==> src/hdl/esc_pkg.sv <==
package esc_pkg;

	// Request codes on the input beat.
	localparam logic [1:0] REQ_LOAD = 2'd0;
	localparam logic [1:0] REQ_ELEM = 2'd1;
	localparam logic [1:0] REQ_READ = 2'd2;

	// Configuration register indexes.
	localparam logic [1:0] CFG_MODE = 2'd0;
	localparam logic [1:0] CFG_SIZE = 2'd1;
	localparam logic [1:0] CFG_USED = 2'd2;
	localparam logic [1:0] CFG_MIN  = 2'd3;

	localparam int NUM_CAND    = 64;
	localparam int CAND_BITS   = 6;
	localparam int MAX_ITEMSET = 4;
	localparam int POS_BITS    = 2;
	localparam int ID_BITS     = 20;
	localparam int PROB_BITS   = 17;
	localparam int FRAC_BITS   = 16;
	localparam int SUP_BITS    = 48;
	localparam int QUEUE_DEPTH = 4;
	localparam int QPTR_BITS   = 2;

	localparam logic [PROB_BITS-1:0] PROB_ONE = 17'h10000;
	localparam logic [SUP_BITS-1:0]  SUP_MAX  = {SUP_BITS{1'b1}};

	typedef struct packed {
		logic [1:0]           req_type;
		logic [CAND_BITS-1:0] cand_index;
		logic [POS_BITS-1:0]  item_pos;
		logic [ID_BITS-1:0]   item_id;
		logic [PROB_BITS-1:0] prob;
		logic                 last_in_transaction;
	} in_item_t;

	typedef struct packed {
		logic [CAND_BITS-1:0] read_index;
		logic [SUP_BITS-1:0]  support_value;
		logic                 is_frequent;
	} out_item_t;

	// Queued command from the front part to the back part.
	typedef struct packed {
		logic     valid;
		in_item_t item;
	} cmd_t;

	typedef struct packed {
		logic                mode_uncertain;
		logic [2:0]          itemset_size;
		logic [6:0]          cand_in_use;
		logic [SUP_BITS-1:0] sup_thresh;
	} cfg_t;

	// Per-candidate match state.
	typedef struct packed {
		logic [2:0]           count;
		logic [PROB_BITS-1:0] prod;
		logic                 failed;
	} mstate_t;

endpackage

==> src/hdl/esc_front.sv <==
module esc_front (
	input  logic             clk,
	input  logic             arst_n,
	input  logic             start,
	input  esc_pkg::in_item_t item,
	output logic             busy,
	input  logic             pop,
	output esc_pkg::cmd_t    cmd
);

	esc_pkg::in_item_t                  fifo_q [esc_pkg::QUEUE_DEPTH];
	logic [esc_pkg::QPTR_BITS-1:0]      wr_ptr_q;
	logic [esc_pkg::QPTR_BITS-1:0]      rd_ptr_q;
	logic [esc_pkg::QPTR_BITS:0]        count_q;
	logic                               push;
	logic                               do_pop;

	// Unused request codes are dropped at the door.
	assign busy   = (count_q == (esc_pkg::QPTR_BITS+1)'(esc_pkg::QUEUE_DEPTH));
	assign push   = start && !busy &&
		(item.req_type == esc_pkg::REQ_LOAD || item.req_type == esc_pkg::REQ_ELEM ||
		 item.req_type == esc_pkg::REQ_READ);
	assign do_pop = pop && (count_q != '0);

	assign cmd.valid = (count_q != '0);
	assign cmd.item  = fifo_q[rd_ptr_q];

	// Queue storage.
	always_ff @(posedge clk) begin
		if (push) begin
			fifo_q[wr_ptr_q] <= item;
		end
	end

	// Queue pointers and fill count.
	always_ff @(posedge clk or negedge arst_n) begin
		if (!arst_n) begin
			wr_ptr_q <= '0;
			rd_ptr_q <= '0;
			count_q  <= '0;
		end else begin
			if (push) begin
				wr_ptr_q <= wr_ptr_q + 1'b1;
			end
			if (do_pop) begin
				rd_ptr_q <= rd_ptr_q + 1'b1;
			end
			if (push && !do_pop) begin
				count_q <= count_q + 1'b1;
			end else if (!push && do_pop) begin
				count_q <= count_q - 1'b1;
			end
		end
	end

endmodule

==> config.mk <==
export PLATFORM = sky130hd
export DESIGN_NAME = esc_front
export DESIGN_NICKNAME = d
export VERILOG_FILES = /design/src/hdl/esc_pkg.sv /design/src/hdl/esc_front.sv
export SDC_FILE = /design/constraint.sdc
export NUM_CORES = 1
export LEC_CHECK = 0
export ABC_CLOCK_PERIOD_IN_PS = 2700
export BUFFER_PORTS_ARGS = -buffer_cell sky130_fd_sc_hd__buf_2
export CORE_MARGIN = 2
export CORE_UTILIZATION = 38
export DETAILED_ROUTE_END_ITERATION = 10
export GPL_TIMING_DRIVEN = 0
export SYNTH_ARGS = -nofsm -noshare
export SYNTH_HDL_FRONTEND = slang
export SYNTH_SLANG_ARGS = --single-unit
==> constraint.sdc <==
create_clock -name clk -period 2.7 [get_ports clk]
set_input_delay 0.54 -clock clk [delete_from_list [all_inputs] [get_ports clk]]
set_output_delay 0.54 -clock clk [all_outputs]
set_load 0.02 [all_outputs]
==> run_results.csv, run 1 <==
group,metric,value,unit
status,status,"completed",
layout,post-route-util,0.4575,
layout,multi_input_area,1436,um^2
pwr,p_total,9.465,mW
die,die_h,144.2,um
die,die_area,20800,um^2
layout,fin_nets,465,
synth,synth-seq-area-share,0.7950,
worst_setup_path,critPathKind,"flop to output port",
clock_network,root_buffer,"clkbuf_16",
sta,finalCriticalPeriod,2.541,ns
global_routing,track_usage,0.1326,
worst_setup_path,cp.arrival,2.00,ns
layout,fillCellCount,1690,
worst_setup_path,max_stage_delay,0.43,ns
synth,avgSynthCellArea,26.13,um^2
worst_setup_path,path_buf_inv,3,
worst_hold_path,holdCritPathClass,"input pin to flop",
clock_network,insertion_delay,0.42,ns
drt,wl_per_cell,19.34,um
place,dpl.hpwl,7405,um
drt,vias,3306,
pwr,p_per_area,1067,nW/um^2
drt,wirelength,13190,um
worst_hold_path,hp-start,"item[6]",
place,place_inst,652,
place,io_buffers,101,
global_routing,grt_pass1_wl,19490,um
synth,syn_nets,344,
synth,yosys-top-cells-count,"edfxtp_1 (192), mux4_1 (27), mux4_2 (21)",
synth,netlist_instances,286,
sta,drv_slew,0,
layout,drive_gt1_frac,0.3933,
synth,synth_edf_count,192,
worst_setup_path,cp_slowest_cell,"dfrtp_1",
synth,syn_area,7472,um^2
job,drv_cap,0,
worst_setup_path,r2r_start,"count_q[2]",
worst_setup_path,crit_path_frequent_cell,"buf_2",
place,postPlaceCellArea,8319,um^2
synth,yosysTopAreaCell,"edfxtp_1",
synth,ys_ff_latch,199,
sta,rsz0062_at_grt,"false",
synth,async_reset_ff_frac,0.03518,
worst_setup_path,startpoint_type,"flop",
layout,post-route-cell-area,8875,um^2
clock_network,cts_buffer_depth,2,
layout,syn2layout_area_growth,18.77,%
worst_setup_path,path_max_fanout,10,
sta,setup_violations,0,
die,start_util,0.3852,
pwr,peakVddDrop,569.9,uV
die,coreArea,19400,um^2
synth,synth_cell_type_count,22,
worst_setup_path,crit_path_end_kind,"output port",
synth,synthFlopType,"edfxtp_1",
die,fp.dieW,144.2,um
clock_network,cts_buffers,17,
synth,yosysWarningCount,0,
clock_network,cts_tree,"done",
global_routing,grt_max_degree,49,
drt,viasPerCell,4.848,
clock_network,clk_pin_slew,0.06,ns
sta,skew,0.007401,ns
clock_network,postCtsSetupBuffers,0,
die,rows,51,
sta,timing.final.crit_share,0.9411,
synth,synthTopCellsByArea,"edfxtp_1 (77%), mux4_1 (9.5%), mux4_2 (6.3%)",
layout,finalNonFillerCells,682,
drt,drtIter0Drc,142,
worst_setup_path,cp_top_family,"buffers and inverters",
worst_setup_path,cp-startpoint,"rd_ptr_q[1]",
clock_network,cts-htree-levels,4,
place,gp_congestion,0.6962,
sta,tightest_slew,0.8108,ns
layout,num_antenna_cells,0,
die,ioPinCount,102,
sta,finalHoldViolCount,0,
layout,regArea,5941,um^2
synth,yosysMostFrequentCell,"edfxtp_1",
synth,yosysTopAreaCellShare,0.7716,
drt,dr.pass1.iters,4,
clock_network,clock_sinks,199,
worst_setup_path,required,2.16,ns
pwr,total_leakage_power,3.091,nW
sta,max_freq,393.6,MHz
sta,relSlewSlack,0.4595,
global_routing,grt-ovfl-total,0,
global_routing,antenna_found_initial,0,
drt,route.antenna.remaining_nets,0,
worst_setup_path,crit_chain,"buf_2, clkbuf_4, mux4_1, buf_2",
global_routing,first_global_vias,3488,
drt,drc,0,
==> cell usage in the layout (no fill, tap or decap), types with 2 or more instances in the layout <==
cell type / synthesis / layout
mux4_1: 27 / 27
buf_2: 3 / 103
inv_1: 4 / 4
ha_1: 5 / 5
and2_4: 0 / 4
clkbuf_16: 0 / 17
dfrtp_1: 7 / 7
edfxtp_1: 192 / 192
xor2_1: 2 / 2
bufinv_16: 0 / 2
clkbuf_1: 1 / 3
clkinvlp_4: 0 / 2
clkinv_1: 0 / 2
mux4_2: 21 / 21
buf_6: 6 / 6
xnor2_1: 4 / 4
==> stage by stage <==
step	hold slack [ns]	setup WS, ns	setup TNS (ns)
6_report	0.3332	0.1591	0
5_1_grt	0.3149	0.03619	0
4_1_cts	0.3099	0.02934	0
3_5_place_dp	0.3816	0.3214	0
3_3_place_gp	0.3756	-1.078	-202.35
2_1_floorplan	0.2444	0.1843	0
==> where the power goes <==
group	switching, mW	internal [mW]	leakage (nW)
logic	1.75	1.26	1.00
registers	0.136	3.94	1.83
clock network	1.03	1.35	0.257
total	2.92	6.55	3.09
==> logic make-up (layout without fill, tap and decap cells) <==
family                     Yosys count  in the layout  share of synthesized area
and+or+nand+nor                      9              9                   0.008371
DFF                                199            199                     0.7950
xor gates and xnor gates             6              6                   0.007033
AOI/OAI and AO/OA                    1              1                   0.002679
adders and majority gates            6              6                    0.01105
buffers and inverters               15            146                    0.01406
muxes                               50             50                     0.1618
==> cell type report <==
| class | count | share of cell area |
|---|---|---|
| sequential | 199 | 0.6694 |
| multi-input combinational | 72 | 0.1619 |
| timing repair buffer | 102 | 0.05809 |
| clock buffer | 20 | 0.04920 |
| tap | 265 | 0.03736 |
| clock inverter | 9 | 0.01184 |
| buffer | 11 | 0.01057 |
| inverter | 4 | 0.001692 |
==> worst reg2reg max path, cell delays in order, from the launching register on <==
cell      delay, ns
dfrtp_1        0.41
nor3b_4        0.18
a211oi_4       0.40
ha_1           0.27
inv_1          0.07
fa_1           0.38
xor2_1         0.15
nor2_1         0.12
xor2_1         0.16
==> per-layer routing <==
metal	wire, um	vias to the layer above	share of wire	track usage
met3	587	14	0.045	0.03543
met5	0	-	0	0
met2	6522	87	0.49	0.2190
li1	-	1474	-	-
met4	174	0	0.013	0.05059
met1	5904	1731	0.45	0.1692
==> worst paths after layout <==
kind / end / slack, ns / cells after the start
max: cmd[19] / 0.16 / 4
min: fifo_q[3][6] / 0.33 / 1
max reg2reg: count_q[2] / 0.49 / 8
min reg2reg: count_q[2] / 0.51 / 1
max in group asynchronous: rd_ptr_q[0] / 2.06 / 2
min in group asynchronous: count_q[1] / 0.48 / 2
==> timing repair <==
action                     CTS  global route
hold endpoints to repair     7             0
setup endpoints to repair    0             6
hold buffers                 1             0
gates resized for setup      0             3
==> state kept, by name, summed over array words and instances (netlist names) <==
signal and count:
wr_ptr_q 2, fifo_q 192, rd_ptr_q 2, count_q 3
No activity file was read; power rests on OpenSTA's default activity.
==> inputs of run 2 (changes only) <==
Settings changed: CTS_BUF_LIST set to sky130_fd_sc_hd__clkbuf_16.
==> run_results.csv, run 2 (same netlist as run 1, synthesis figures left out) <==
group,metric,value,unit
layout,multi_input_area,1436,um^2
global_routing,track_usage,0.1326,
drt,viasPerCell,4.848,
drt,dr.pass1.iters,4,
sta,setup_violations,0,
layout,largest_reg_flops,192,
die,die_area,20800,um^2
sta,relSlewSlack,0.4604,
worst_setup_path,critPathKind,"flop to output port",
sta,finalHoldViolCount,0,
clock_network,clock_sinks,199,
sta,drv_slew,0,
global_routing,first_global_vias,3488,
sta,max_freq,393.7,MHz
layout,fin_nets,465,
layout,syn2layout_area_growth,18.77,%
worst_hold_path,holdCritPathClass,"input pin to flop",
layout,mostFrequentLayoutCell,"edfxtp_1",
clock_network,insertion_delay,0.42,ns
clock_network,cts_tree,"done",
drt,wirelength,13150,um
layout,num_antenna_cells,0,
status,status,"completed",
clock_network,cts-htree-levels,4,
worst_setup_path,path_max_fanout,10,
drt,vias,3306,
sta,setup_ws,0.1597,ns
drt,wl_per_cell,19.29,um
sta,timing.final.crit_share,0.9408,
die,ioPinCount,102,
clock_network,root_buffer,"clkbuf_16",
worst_setup_path,startpoint_type,"flop",
pwr,p_total,9.451,mW
worst_setup_path,required,2.16,ns
layout,reg.largest.list,"fifo_q x192, count_q x3",
sta,tightest_slew,0.8094,ns
sta,final.setup.tns,0,ns
layout,largest_register,"fifo_q",
die,rows,51,
die,start_util,0.3852,
layout,drive_gt1_frac,0.3933,
layout,mostFrequentLayoutCells,"edfxtp_1 (192), buf_2 (103), mux4_1 (27)",
sta,finalCriticalPeriod,2.540,ns
die,die_h,144.2,um
worst_setup_path,cp.arrival,2.00,ns
clock_network,cts_buffers,17,
global_routing,grt-ovfl-total,0,
layout,post-route-cell-area,8875,um^2
global_routing,grt_max_degree,49,
sta,skew,0.007392,ns
place,postPlaceCellArea,8319,um^2
pwr,p_per_area,1065,nW/um^2
pwr,total_leakage_power,3.103,nW
clock_network,cts_buffer_depth,2,
place,gp_congestion,0.6962,
layout,regArea,5941,um^2
worst_setup_path,crit_path_end_kind,"output port",
drt,route.antenna.remaining_nets,0,
place,io_buffers,101,
job,drv_cap,0,
drt,drtIter0Drc,143,
drt,drc,0,
layout,fillCellCount,1690,
global_routing,antenna_found_initial,0,
pwr,peakVddDrop,568.7,uV
place,dpl.hpwl,7405,um
die,coreArea,19400,um^2
sta,whs,0.3338,ns
place,place_ws,0.3214,ns
clock_network,clk_pin_slew,0.06,ns
sta,rsz0062_at_grt,"false",
global_routing,grt_pass1_wl,19490,um
die,fp.dieW,144.2,um
run 2: area by class of cell:
class                           count  area share
Tap cell                          265     0.03736
Buffer                             11     0.01057
Sequential cell                   199      0.6694
Multi-Input combinational cell     72      0.1619
Inverter                            4    0.001692
Timing Repair Buffer              102     0.05809
Clock buffer                       17     0.04793
Clock inverter                     12     0.01311
run 2: report_power, final:
| part | switching [mW] | total, mW | internal (mW) |
|---|---|---|---|
| sequential | 0.136 | 4.08 | 3.94 |
| clock | 1.02 | 2.36 | 1.33 |
| combinational | 1.75 | 3.01 | 1.26 |
| total | 2.92 | 9.45 | 6.54 |
run 2: worst paths after layout:
| check | cells after the start | slack (ns) | to | from |
|---|---|---|---|---|
| worst min-delay path | 1 | 0.33 | fifo_q[3][6] | item[6] |
| max in group asynchronous | 2 | 2.06 | rd_ptr_q[0] | arst_n |
| worst max-delay path | 4 | 0.16 | cmd[19] | rd_ptr_q[1] |
| worst min register to register | 1 | 0.51 | count_q[2] | count_q[2] |
| min in group asynchronous | 2 | 0.48 | count_q[1] | arst_n |
| worst max register to register | 8 | 0.49 | count_q[2] | count_q[2] |
run 2: timing repair:
item                                   CTS  global route
setup endpoints to repair                0             6
setup buffers                            0             0
hold buffers                             1             0
resized for setup                        0             3
endpoints found under the hold margin    7             0
run 2: layer usage:
layer	routed length (um)	track usage
met1	5879	0.1692
met2	6524	0.2190
met3	575	0.03543
met4	174	0.05059
met5	0	0
run 2: worst max-delay path, cell delays in order, from the launching register on:
cell and delay, ns:
dfrtp_1 0.43, buf_2 0.31, clkbuf_4 0.31, mux4_1 0.34, buf_2 0.18
run 2: through the flow:
step / cells / util
3_5_place_dp: 652 / 0.4289
4_1_cts: 682 / 0.4573
2_1_floorplan: 286 / -
5_1_grt: 682 / 0.4575
3_3_place_gp: 652 / 0.4283
6_report: 682 / 0.4575
==> inputs of run 3 (changes only) <==
Settings changed: REMOVE_ABC_BUFFERS set to 1.
==> run_results.csv, run 3 (same netlist as run 1, synthesis figures left out) <==
group,metric,value,unit
worst_setup_path,path_max_fanout,20,
drt,viasPerCell,4.789,
layout,fillCellCount,1708,
die,coreArea,19400,um^2
worst_setup_path,max_stage_delay,0.53,ns
sta,rsz0062_at_grt,"false",
layout,mostFrequentLayoutCells,"edfxtp_1 (192), buf_2 (101), mux4_1 (27)",
drt,wl_per_cell,19.33,um
pwr,peakVddDrop,440.7,uV
layout,regArea,5948,um^2
sta,drv_slew,0,
layout,mostFrequentLayoutCell,"edfxtp_1",
status,status,"completed",
clock_network,cts_buffer_depth,2,
die,ioPinCount,102,
sta,timing.final.crit_share,0.9329,
layout,largest_register,"fifo_q",
global_routing,first_global_vias,3525,
drt,dr.pass1.iters,4,
sta,finalCriticalPeriod,2.519,ns
pwr,total_leakage_power,3.093,nW
clock_network,cts-htree-levels,4,
worst_setup_path,r2r_cells,8,
worst_setup_path,critPathKind,"flop to output port",
drt,wirelength,13100,um
worst_setup_path,crit_cells,3,
drt,route.antenna.remaining_nets,0,
clock_network,cts_buffers,17,
clock_network,clk_pin_slew,0.07,ns
global_routing,track_usage,0.1339,
drt,vias,3247,
worst_setup_path,path_buf_inv,2,
worst_setup_path,startpoint_type,"flop",
pwr,p_per_area,1068,nW/um^2
sta,skew,0.006782,ns
layout,num_antenna_cells,0,
global_routing,grt_pass1_wl,19690,um
layout,multi_input_area,1436,um^2
layout,syn2layout_area_growth,18.99,%
sta,finalHoldViolCount,0,
global_routing,grt_max_degree,49,
clock_network,cts_tree,"done",
place,dpl.hpwl,7160,um
clock_network,clock_sinks,199,
die,start_util,0.3852,
worst_setup_path,required,2.16,ns
global_routing,grt-ovfl-total,0,
worst_setup_path,cp_top_family,"buffers and inverters",
die,die_h,144.2,um
global_routing,antenna_found_initial,1,
job,drv_cap,0,
sta,max_freq,397.0,MHz
worst_setup_path,cp.arrival,1.98,ns
layout,drive_gt1_frac,0.4019,
layout,largest_reg_flops,192,
sta,relSlewSlack,0.4741,
sta,setup_violations,0,
worst_setup_path,r2r-end,"count_q[2]",
worst_hold_path,holdCritPathClass,"input pin to flop",
worst_setup_path,crit_chain,"bufbuf_16, mux4_2, buf_2",
place,gp_congestion,0.6530,
pwr,p_total,9.496,mW
place,io_buffers,101,
layout,reg.largest.list,"fifo_q x192, count_q x3",
worst_setup_path,r2r_slack,0.51,ns
worst_setup_path,r2r_start,"count_q[2]",
die,fp.dieW,144.2,um
sta,tightest_slew,0.7888,ns
layout,post-route-util,0.4583,
clock_network,insertion_delay,0.42,ns
clock_network,root_buffer,"clkbuf_16",
worst_setup_path,cp-startpoint,"rd_ptr_q[0]",
worst_setup_path,cp_slowest_cell,"mux4_2",
die,die_area,20800,um^2
worst_setup_path,crit_path_end_kind,"output port",
drt,drtIter0Drc,144,
die,rows,51,
worst_setup_path,cp-endpoint,"cmd[16]",
layout,fin_nets,458,
drt,drc,0,
[run 3: changes by cell type in the layout (fill, tap and decap cells not counted), sizes merged]
cell	change
clkinv	+2
clkbuf	-2
buf	-6
inv	+1
clkinvlp	+1
bufinv	-1
bufbuf	+1
[run 3: layer usage]
metal / GRT usage / up-vias / share of wire
met3: 0.04768 / 15 / 0.054
met1: 0.1601 / 1688 / 0.42
li1: - / 1466 / -
met4: 0.04599 / 2 / 0.011
met2: 0.2263 / 76 / 0.51
met5: 0 / - / 0.00099
[run 3: worst min-delay path by stage]
stage,from,to,slack [ns],cells after the start
after CTS,item[31],fifo_q[0][31],0.30,1
final,item[32],fifo_q[0][32],0.32,1
after global routing,item[44],fifo_q[3][44],0.30,1
after detailed placement,arst_n,rd_ptr_q[0],0.39,1
after global placement,arst_n,rd_ptr_q[1],0.38,1
after floorplan,arst_n,count_q[0],0.24,0
[run 3: stage by stage]
| step | hold WS, ns | instances | setup TNS [ns] | instance area, um^2 | worst slack [ns] |
|---|---|---|---|---|---|
| 2_1_floorplan | 0.2444 | 275 | -16.10 | 7382 | -0.3746 |
| 3_3_place_gp | 0.3776 | 641 | -259.71 | 8219 | -1.408 |
| 3_5_place_dp | 0.3854 | 643 | 0 | 8289 | 0.3702 |
| 4_1_cts | 0.2967 | 678 | 0 | 8891 | 0.1058 |
| 5_1_grt | 0.2968 | 678 | 0 | 8891 | 0.06515 |
| 6_report | 0.3247 | 678 | 0 | 8891 | 0.1810 |
[run 3: cell type report]
cell class,count,area share
Clock inverter,15,0.01393
Timing Repair Buffer,106,0.06867
Clock buffer,17,0.04785
Multi-Input combinational cell,72,0.1616
Tap cell,265,0.03729
Inverter,4,0.001689
Sequential cell,199,0.6690
[run 3: where the power goes]
part | switching, mW | internal [mW]
Sequential | 0.244 | 3.95
Clock | 1.11 | 1.27
Combinational | 1.63 | 1.29
[run 3: repair_timing]
action,CTS,global route
hold buffers,1,0
endpoints found under the hold margin,7,0
gates resized for setup,1,0
setup endpoints to repair,14,0
buffers inserted,1,0
